$ cat src/rtl/core/doa_pkg.sv
// doa_pkg: widths, constants, arctangent table and the stage record for the
// direction-of-arrival block. No dependencies.
package doa_pkg;

    localparam int LAG_BITS        = 8;
    localparam int ANGLE_FRAC_BITS = 13;
    localparam int CORDIC_STAGES   = 14;

    localparam int ANGLE_W        = ANGLE_FRAC_BITS + 3;
    localparam int PRE_SHIFT      = 38 - LAG_BITS;
    localparam int SUM_W          = LAG_BITS + 3;
    localparam int XY_W           = 42;
    localparam int Z_W            = 34;
    localparam int RND_SHIFT      = 30 - ANGLE_FRAC_BITS;
    localparam int ITER_PER_STAGE = 2;
    localparam int NUM_STAGES     = (CORDIC_STAGES + ITER_PER_STAGE - 1) / ITER_PER_STAGE;

    localparam int S_TDATA_W = ((3 * LAG_BITS + 7) / 8) * 8;
    localparam int M_TDATA_W = ((ANGLE_W + 7) / 8) * 8;

    localparam longint PI_Q30      = 64'sd3373259426;
    localparam longint HALF_PI_Q30 = 64'sd1686629713;

    // atan(2^-i) in Q30, rounded to nearest
    localparam longint ATAN_Q30 [30] = '{
        64'sd843314857, 64'sd497837829, 64'sd263043837, 64'sd133525159, 64'sd67021687,
        64'sd33543516,  64'sd16775851,  64'sd8388437,   64'sd4194283,   64'sd2097149,
        64'sd1048576,   64'sd524288,    64'sd262144,    64'sd131072,    64'sd65536,
        64'sd32768,     64'sd16384,     64'sd8192,      64'sd4096,      64'sd2048,
        64'sd1024,      64'sd512,       64'sd256,       64'sd128,       64'sd64,
        64'sd32,        64'sd16,        64'sd8,         64'sd4,         64'sd2
    };

    // Q30 to output format: add one half, floor shift
    function automatic longint q30_round(longint z);
        return (z + (64'sd1 <<< (RND_SHIFT - 1))) >>> RND_SHIFT;
    endfunction

    localparam logic signed [ANGLE_W-1:0] PI_OUT       = ANGLE_W'(q30_round(PI_Q30));
    localparam logic signed [ANGLE_W-1:0] HALF_PI_POS  = ANGLE_W'(q30_round(HALF_PI_Q30));
    localparam logic signed [ANGLE_W-1:0] HALF_PI_NEG  = ANGLE_W'(q30_round(-HALF_PI_Q30));
    localparam logic signed [Z_W-1:0]     RND_HALF     = Z_W'(64'sd1 <<< (RND_SHIFT - 1));

    typedef struct packed {
        logic signed [XY_W-1:0]    x;
        logic signed [XY_W-1:0]    y;
        logic signed [Z_W-1:0]     z;
        logic                      fixed;       // angle known without rotation
        logic                      degen;
        logic signed [ANGLE_W-1:0] fixed_angle;
    } doa_vec_t;

endpackage

$ cat src/rtl/core/doa_angle_from_tdoa_lags.sv
// doa_angle_from_tdoa_lags: top level, arrival angle from three mic lags.
// Depends on doa_pkg, doa_prep, doa_cordic, doa_round.
//
// Usage:
//   Slave channel s_*: one item carries the lags of the east, south and west
//   mics against the north mic, 8-bit two's complement each.
//   Master channel m_*: one item per input item, in order: the arrival angle
//   in radians, signed Q3.13 within +/-pi, and a degenerate flag in m_tuser
//   (set, with angle 0, when both projected components are zero).
//   Pipeline: the input register loads at the accepting edge, then seven
//   CORDIC stages of two rotations each and the output register follow.
//   Throughput: one item per cycle while the output is not stalled; the
//   CORDIC is fully pipelined.
//   Stall: the whole pipeline freezes while m_tvalid is high and m_tready is
//   low; s_tready is then low. With the output register empty or being taken,
//   s_tready is high.
//   Reset: aresetn low empties the pipeline; m_tvalid falls and nothing in
//   flight is delivered.
module doa_angle_from_tdoa_lags (
    input  logic                            aclk,
    input  logic                            aresetn,
    input  logic                            s_tvalid,
    output logic                            s_tready,
    input  logic [doa_pkg::S_TDATA_W-1:0]   s_tdata,   // lag_east, lag_south, lag_west
    output logic                            m_tvalid,
    input  logic                            m_tready,
    output logic [doa_pkg::M_TDATA_W-1:0]   m_tdata,   // angle
    output logic                            m_tuser    // degenerate
);

    logic                                 adv;
    logic                                 prep_vld;
    doa_pkg::doa_vec_t                    prep_vec;
    logic                                 cordic_vld;
    doa_pkg::doa_vec_t                    cordic_vec;
    logic                                 out_valid;
    logic signed [doa_pkg::ANGLE_W-1:0]   angle;
    logic                                 degenerate;

    assign adv      = !out_valid || m_tready;
    assign s_tready = adv;

    doa_prep u_prep (
        .aclk     (aclk),
        .aresetn  (aresetn),
        .adv      (adv),
        .s_tvalid (s_tvalid),
        .s_tdata  (s_tdata),
        .vld      (prep_vld),
        .vec      (prep_vec)
    );

    doa_cordic u_cordic (
        .aclk     (aclk),
        .aresetn  (aresetn),
        .adv      (adv),
        .vld_in   (prep_vld),
        .vec_in   (prep_vec),
        .vld_out  (cordic_vld),
        .vec_out  (cordic_vec)
    );

    doa_round u_round (
        .aclk       (aclk),
        .aresetn    (aresetn),
        .adv        (adv),
        .vld        (cordic_vld),
        .vec        (cordic_vec),
        .out_valid  (out_valid),
        .angle      (angle),
        .degenerate (degenerate)
    );

    assign m_tvalid = out_valid;
    assign m_tdata  = doa_pkg::M_TDATA_W'($unsigned(angle));
    assign m_tuser  = degenerate;

    a_degen_zero: assert property (@(posedge aclk) disable iff (!aresetn)
        m_tvalid && m_tuser |-> angle == '0)
        else $error("degenerate item with nonzero angle");

    a_angle_range: assert property (@(posedge aclk) disable iff (!aresetn)
        m_tvalid |-> (angle <= doa_pkg::PI_OUT) && (angle >= -doa_pkg::PI_OUT))
        else $error("angle outside +/-pi");

endmodule

$ cat src/rtl/core/doa_prep.sv
// doa_prep: input register; projects the three lags onto x/y, folds the left
// half-plane and sorts out the axis cases. Depends on doa_pkg.
module doa_prep (
    input  logic                            aclk,
    input  logic                            aresetn,
    input  logic                            adv,
    input  logic                            s_tvalid,
    input  logic [doa_pkg::S_TDATA_W-1:0]   s_tdata,
    output logic                            vld,
    output doa_pkg::doa_vec_t               vec
);

    logic signed [doa_pkg::LAG_BITS-1:0] lag_e;
    logic signed [doa_pkg::LAG_BITS-1:0] lag_s;
    logic signed [doa_pkg::LAG_BITS-1:0] lag_w;
    logic signed [doa_pkg::SUM_W-1:0]    diff;
    logic signed [doa_pkg::SUM_W-1:0]    dx;
    logic signed [doa_pkg::SUM_W-1:0]    dy;
    logic signed [doa_pkg::SUM_W-1:0]    xa;
    logic signed [doa_pkg::SUM_W-1:0]    ya;
    doa_pkg::doa_vec_t                   vec_next;
    doa_pkg::doa_vec_t                   vec_reg;
    logic                                valid_reg;
    logic                                valid_next;

    assign lag_e = s_tdata[doa_pkg::LAG_BITS-1:0];
    assign lag_s = s_tdata[2*doa_pkg::LAG_BITS-1:doa_pkg::LAG_BITS];
    assign lag_w = s_tdata[3*doa_pkg::LAG_BITS-1:2*doa_pkg::LAG_BITS];

    always_comb begin
        diff = doa_pkg::SUM_W'(lag_e) - doa_pkg::SUM_W'(lag_w);
        dx   = (diff <<< 1) + diff;
        dy   = -(doa_pkg::SUM_W'(lag_e) + (doa_pkg::SUM_W'(lag_s) <<< 1)
                 + doa_pkg::SUM_W'(lag_w));
        xa   = dx[doa_pkg::SUM_W-1] ? -dx : dx;
        ya   = dx[doa_pkg::SUM_W-1] ? -dy : dy;

        vec_next.x = doa_pkg::XY_W'(xa) <<< doa_pkg::PRE_SHIFT;
        vec_next.y = doa_pkg::XY_W'(ya) <<< doa_pkg::PRE_SHIFT;
        if (!dx[doa_pkg::SUM_W-1]) begin
            vec_next.z = '0;
        end else if (dy > 0) begin
            vec_next.z = doa_pkg::Z_W'(doa_pkg::PI_Q30);
        end else begin
            vec_next.z = doa_pkg::Z_W'(-doa_pkg::PI_Q30);
        end

        vec_next.fixed = (dx == 0) || (dy == 0);
        vec_next.degen = (dx == 0) && (dy == 0);
        if (vec_next.degen) begin
            vec_next.fixed_angle = '0;
        end else if (dy == 0) begin
            vec_next.fixed_angle = (dx > 0) ? '0 : doa_pkg::PI_OUT;
        end else begin
            vec_next.fixed_angle = (dy > 0) ? doa_pkg::HALF_PI_POS : doa_pkg::HALF_PI_NEG;
        end
    end

    assign valid_next = adv ? s_tvalid : valid_reg;

    always_ff @(posedge aclk) begin
        if (!aresetn) begin
            valid_reg <= 1'b0;
        end else begin
            valid_reg <= valid_next;
        end
    end

    always_ff @(posedge aclk) begin
        if (adv && s_tvalid) begin
            vec_reg <= vec_next;
        end
    end

    assign vld = valid_reg;
    assign vec = vec_reg;

    a_zero_lags_degen: assert property (@(posedge aclk) disable iff (!aresetn)
        adv && s_tvalid && (s_tdata[3*doa_pkg::LAG_BITS-1:0] == '0)
        |=> valid_reg && vec_reg.degen && vec_reg.fixed)
        else $error("all-zero lags not flagged degenerate");

endmodule

$ cat src/rtl/core/doa_cordic.sv
// doa_cordic: vectoring CORDIC pipeline, two rotations per register stage.
// Depends on doa_pkg.
module doa_cordic (
    input  logic                 aclk,
    input  logic                 aresetn,
    input  logic                 adv,
    input  logic                 vld_in,
    input  doa_pkg::doa_vec_t    vec_in,
    output logic                 vld_out,
    output doa_pkg::doa_vec_t    vec_out
);

    doa_pkg::doa_vec_t stage_vec_reg  [doa_pkg::NUM_STAGES];
    doa_pkg::doa_vec_t stage_vec_next [doa_pkg::NUM_STAGES];
    logic              stage_valid_reg [doa_pkg::NUM_STAGES];

    for (genvar k = 0; k < doa_pkg::NUM_STAGES; k++) begin : g_stage
        doa_pkg::doa_vec_t src;
        doa_pkg::doa_vec_t res;

        if (k == 0) begin : g_first
            assign src = vec_in;
        end else begin : g_rest
            assign src = stage_vec_reg[k-1];
        end

        always_comb begin
            logic signed [doa_pkg::XY_W-1:0] xc;
            logic signed [doa_pkg::XY_W-1:0] yc;
            logic signed [doa_pkg::XY_W-1:0] xs;
            logic signed [doa_pkg::XY_W-1:0] ys;
            logic signed [doa_pkg::Z_W-1:0]  zc;
            res = src;
            xc  = src.x;
            yc  = src.y;
            zc  = src.z;
            xs  = '0;
            ys  = '0;
            for (int j = 0; j < doa_pkg::ITER_PER_STAGE; j++) begin
                if (k * doa_pkg::ITER_PER_STAGE + j < doa_pkg::CORDIC_STAGES) begin
                    xs = xc >>> (k * doa_pkg::ITER_PER_STAGE + j);
                    ys = yc >>> (k * doa_pkg::ITER_PER_STAGE + j);
                    if (yc > 0) begin
                        xc = xc + ys;
                        yc = yc - xs;
                        zc = zc + doa_pkg::Z_W'(
                            doa_pkg::ATAN_Q30[k * doa_pkg::ITER_PER_STAGE + j]);
                    end else begin
                        xc = xc - ys;
                        yc = yc + xs;
                        zc = zc - doa_pkg::Z_W'(
                            doa_pkg::ATAN_Q30[k * doa_pkg::ITER_PER_STAGE + j]);
                    end
                end
            end
            res.x = xc;
            res.y = yc;
            res.z = zc;
        end

        assign stage_vec_next[k] = res;
    end

    always_ff @(posedge aclk) begin
        if (adv) begin
            for (int k = 0; k < doa_pkg::NUM_STAGES; k++) begin
                stage_vec_reg[k] <= stage_vec_next[k];
            end
        end
    end

    always_ff @(posedge aclk) begin
        if (!aresetn) begin
            for (int k = 0; k < doa_pkg::NUM_STAGES; k++) begin
                stage_valid_reg[k] <= 1'b0;
            end
        end else if (adv) begin
            stage_valid_reg[0] <= vld_in;
            for (int k = 1; k < doa_pkg::NUM_STAGES; k++) begin
                stage_valid_reg[k] <= stage_valid_reg[k-1];
            end
        end
    end

    assign vld_out = stage_valid_reg[doa_pkg::NUM_STAGES-1];
    assign vec_out = stage_vec_reg[doa_pkg::NUM_STAGES-1];

    // rotation starts in the right half-plane and x only grows
    a_x_positive: assert property (@(posedge aclk) disable iff (!aresetn)
        vld_out && !vec_out.fixed |-> $signed(vec_out.x) > 0)
        else $error("cordic x not positive");

endmodule

$ cat src/rtl/core/doa_round.sv
// doa_round: rounds the Q30 angle, clamps to +/-pi, selects the axis result
// and holds it in the output register. Depends on doa_pkg.
module doa_round (
    input  logic                                  aclk,
    input  logic                                  aresetn,
    input  logic                                  adv,
    input  logic                                  vld,
    input  doa_pkg::doa_vec_t                     vec,
    output logic                                  out_valid,
    output logic signed [doa_pkg::ANGLE_W-1:0]    angle,
    output logic                                  degenerate
);

    logic signed [doa_pkg::Z_W-1:0]     z_in;
    logic signed [doa_pkg::Z_W-1:0]     z_rnd;
    logic signed [doa_pkg::ANGLE_W-1:0] angle_next;
    logic signed [doa_pkg::ANGLE_W-1:0] angle_reg;
    logic                               degen_reg;
    logic                               valid_reg;

    always_comb begin
        z_in  = vec.z;
        z_rnd = (z_in + doa_pkg::RND_HALF) >>> doa_pkg::RND_SHIFT;
        if (vec.fixed) begin
            angle_next = vec.fixed_angle;
        end else if (z_rnd > doa_pkg::Z_W'(doa_pkg::PI_OUT)) begin
            angle_next = doa_pkg::PI_OUT;
        end else if (z_rnd < -doa_pkg::Z_W'(doa_pkg::PI_OUT)) begin
            angle_next = -doa_pkg::PI_OUT;
        end else begin
            angle_next = z_rnd[doa_pkg::ANGLE_W-1:0];
        end
    end

    always_ff @(posedge aclk) begin
        if (!aresetn) begin
            valid_reg <= 1'b0;
        end else if (adv) begin
            valid_reg <= vld;
        end
    end

    always_ff @(posedge aclk) begin
        if (adv) begin
            angle_reg <= angle_next;
            degen_reg <= vec.degen;
        end
    end

    assign out_valid  = valid_reg;
    assign angle      = angle_reg;
    assign degenerate = degen_reg;

endmodule

$ cat config.mk
export PLATFORM = sky130hd
export DESIGN_NAME = doa_angle_from_tdoa_lags
export DESIGN_NICKNAME = d
export VERILOG_FILES = /design/src/rtl/core/doa_pkg.sv /design/src/rtl/core/doa_angle_from_tdoa_lags.sv /design/src/rtl/core/doa_prep.sv /design/src/rtl/core/doa_cordic.sv /design/src/rtl/core/doa_round.sv
export SDC_FILE = /design/constraint.sdc
export NUM_CORES = 2
export LEC_CHECK = 0
export BUFFER_PORTS_ARGS = -buffer_cell sky130_fd_sc_hd__buf_2
export CAP_MARGIN = 20
export CORE_ASPECT_RATIO = 0.6
export CORE_UTILIZATION = 60
export CTS_BUF_LIST = sky130_fd_sc_hd__clkbuf_4 sky130_fd_sc_hd__clkbuf_8 sky130_fd_sc_hd__clkbuf_16
export DETAILED_ROUTE_END_ITERATION = 6
export PLACE_DENSITY = 0.79
export RECOVER_POWER = 50
export SYNTH_ARGS = -nofsm -noshare
export SYNTH_HDL_FRONTEND = slang
export SYNTH_SLANG_ARGS = --single-unit
$ cat constraint.sdc
create_clock -name aclk -period 21.9 [get_ports aclk]
set_input_delay 4.38 -clock aclk [delete_from_list [all_inputs] [get_ports aclk]]
set_output_delay 4.38 -clock aclk [all_outputs]
set_load 0.01 [all_outputs]
==> results by group <==
Status
  – Status: complete, but fails checks
  – Failing checks: max-capacitance violations, max-slew violations

Setup path
  – Worst setup SP type: input pin
  – R2r worst-path depth: between 40 and 50
  – WP data required: approximately 22,000 ps
  – Flop-to-flop setup slack: roughly 5700 ps
  – Crit path max fanout: approximately 160
  – RR Endpoint: u_cordic.stage_vec_reg[4][92]
  – CP Capture Type: flip-flop
  – Data arrival time of the critical path: ~18,000 ps
  – R2R Path Start: u_cordic.stage_vec_reg[3][70]
  – Crit path kind: in -> reg

Clock tree
  – Clock Pin Slew Worst Setup and Hold Paths: 70 ps
  – Post-cts resize count: 0
  – Clk sinks: between 600 and 700
  – CTS buffer count: 70
  – H-tree Lvls: 3
  – Worst-Skew Late Latency: between 600 and 700 ps
  – Post-CTS Hold Buffers: 0
  – CTS tree: built
  – Max Buffers Root-to-Sink: 3
  – Postcts setup bufs: 0
  – Root Driver: clkbuf_16

Global route
  – Global-route wire length before repair: 368,000 um
  – Gr ovfl total: 0
  – Largest net degree at the start of global routing: 165
  – Number of global-route vias before repair: around 66,000
  – Overall global routing resource usage: 0.341
  – Antenna violations before repair: 7

Detailed routing
  – Antenna Nets Post-Route: 0
  – TritonRoute pass-1 iters: 7
  – Total Wirelength: ~240,000 um
  – Initial drt markers: 7,992
  – Met2 wire length: 95,100 um
  – DRC errors left: 0
  – Detailed-route vias per instance: between 6 and 7
  – Via count: just over 70,000
  – Max layer used: met4
  – Wire per inst: about 21 um
  – Met1 WL: about 110,000 um
  – Met3 routed WL: a little under 30,000 um

Logic synthesis
  – Post-Synthesis Net Count: between 10,000 and 15,000
  – Synth Instances: roughly 9,500
  – Post-synth EDFFs: about 630
  – Synth top area cells: edfxtp_1 24%, ha_1 17%, xnor2_1 11%
  – Sequential share of the synthesized area: 0.239
  – Synth area leader: edfxtp_1
  – Synth Area per Inst: about 8.5 sq um
  – Yosys warns: 0
  – Main synth FF type: edfxtp_1
  – Synth unique cells: 99
  – Top cell type's share of synthesized area: 0.237
  – Number of synthesized register bits: 640
  – Cell Area, Synth: 0.0802 sq mm
  – Async S/R FF share, synth: 0

Floorplanning
  – Die H: around 290 um
  – Initial Util: 0.607
  – Die width: approximately 470 um
  – Core area: between 0.1 and 0.15 sq mm
  – Die area: between 0.1 and 0.15 sq mm
  – I/O pin total: between 40 and 50
  – FP Rows: just over 100

Final layout
  – Area growth syn-to-layout: 5.81%
  – Ratio of cells with drive above 1 in the final layout: 0.0346
  – Most common cell after layout, fill and taps aside: ha_1
  – # nets final: about 11,000
  – Most frequent cells in the layout: 1,085 x ha_1, 968 x xnor2_1, 821 x nor2_1, 816 x a21oi_1, 633 x edfxtp_1
  – Largest register FFs: slightly below 600

Timing
  – Final Hold Viols: 0
  – Max-slew headroom: -4.88
  – RSZ-0062 raised after global routing: no
  – Final Max Slew Viols: between 700 and 800
  – Max frequency: 57.8 MHz
  – Period Utilization, post-route: 0.790
  – Setup violations, final: 0
  – Tightest Pin Transition: around 8800 ps
  – Min Tclk post-route: around 17,000 ps
  – Final TNS setup: 0 ps
  – Clk_skew: approximately 35 ps

Min path
  – Min-delay worst type: reg -> reg
  – WHS Path Cells: 0
  – Worst Hold End: u_cordic.stage_vec_reg[4][16]
  – Hold Crit Start: u_cordic.stage_vec_reg[3][16]

Placement
  – Port bufs: 46
  – Hpwl dp: approximately 190,000 um
  – Routability Congestion: slightly above 1

Flow run
  – Max Cap Viol: 12
cell type report:
cell class / count / area, sq um
tap: 1785 / 2230
antenna: 3 / 7.51
clock buffer: 82 / 1910
sequential: 640 / 19100
multi-input combinational: 8106 / 58300
clock inverter: 45 / 500
fill: 11300 / 47200
timing repair buffer: 101 / 584
inverter: 584 / 2190
stage by stage:
stage                     setup WS [ps]  cells  hold WS (ps)  area [sq um]   util
final                              4600  11300           417         84900  0.643
after global routing               3380  11300           426         84900  0.643
after CTS                          6380  11300           413         85000  0.643
after global placement             7030  11200           401         82500  0.625
after floorplan                     996   9493           400         80200      -
after detailed placement           6520  11200           405         82500  0.625
layer usage:
| metal | vias up | global-route usage |
|---|---|---|
| met5 | - | 0 |
| met4 | 0 | 0.0526 |
| met3 | 260 | 0.106 |
| met2 | 3217 | 0.481 |
| met1 | 34500 | 0.510 |
| li1 | 34700 | - |
worst max path at each step:
stage	to	startpoint
after floorplan	u_prep.vld	m_tready
after global placement	u_cordic.stage_vec_reg[5][130]	u_cordic.stage_vec_reg[4][70]
after detailed placement	u_cordic.stage_vec_reg[5][130]	u_cordic.stage_vec_reg[4][66]
after CTS	u_cordic.stage_vec_reg[5][130]	u_cordic.stage_vec_reg[4][66]
after global routing	u_cordic.stage_vec_reg[3][64]	m_tready
final	u_cordic.stage_vec_reg[3][66]	m_tready
cell usage after synthesis (42+ instances only):
cell and number:
or3_1 103, o21a_1 131, nor4_1 82, or4_1 42, o31ai_1 126, a21oi_1 817, xnor2_1 968, a21o_1 320
inv_1 577, nand2b_1 148, nand3_1 186, xor2_1 428, clkbuf_1 146, nor3_1 281, nand4_1 44, nor2b_1 126
a31oi_1 84, o21ai_0 586, and3_1 77, o21bai_1 169, ha_1 1085, a211oi_1 71, a21boi_0 79, o211ai_1 48
or2_2 53, nand2_1 606, edfxtp_1 633, and2_1 74, nor2_1 822
worst max-delay path, stage by stage:
cell	delay [ps]
buf_2	70
nor2b_1	120
clkinvlp_2	2550
clkbuf_1	6300
clkbuf_1	2900
buf_4	1000
logic make-up after synthesis:
logic type                 Yosys count  share of synthesized area
xor gates and xnor gates          1397                      0.153
buffers and inverters              747                     0.0350
DFF                                640                      0.239
muxes                               47                    0.00613
and+or+nand+nor                   2743                      0.166
AOI/OAI and AO/OA                 2795                      0.223
adders and majority gates         1124                      0.179
Power is left out: the tool's default activity adds up to more than one toggle a clock period on the data nets, which glitch-free logic cannot reach.
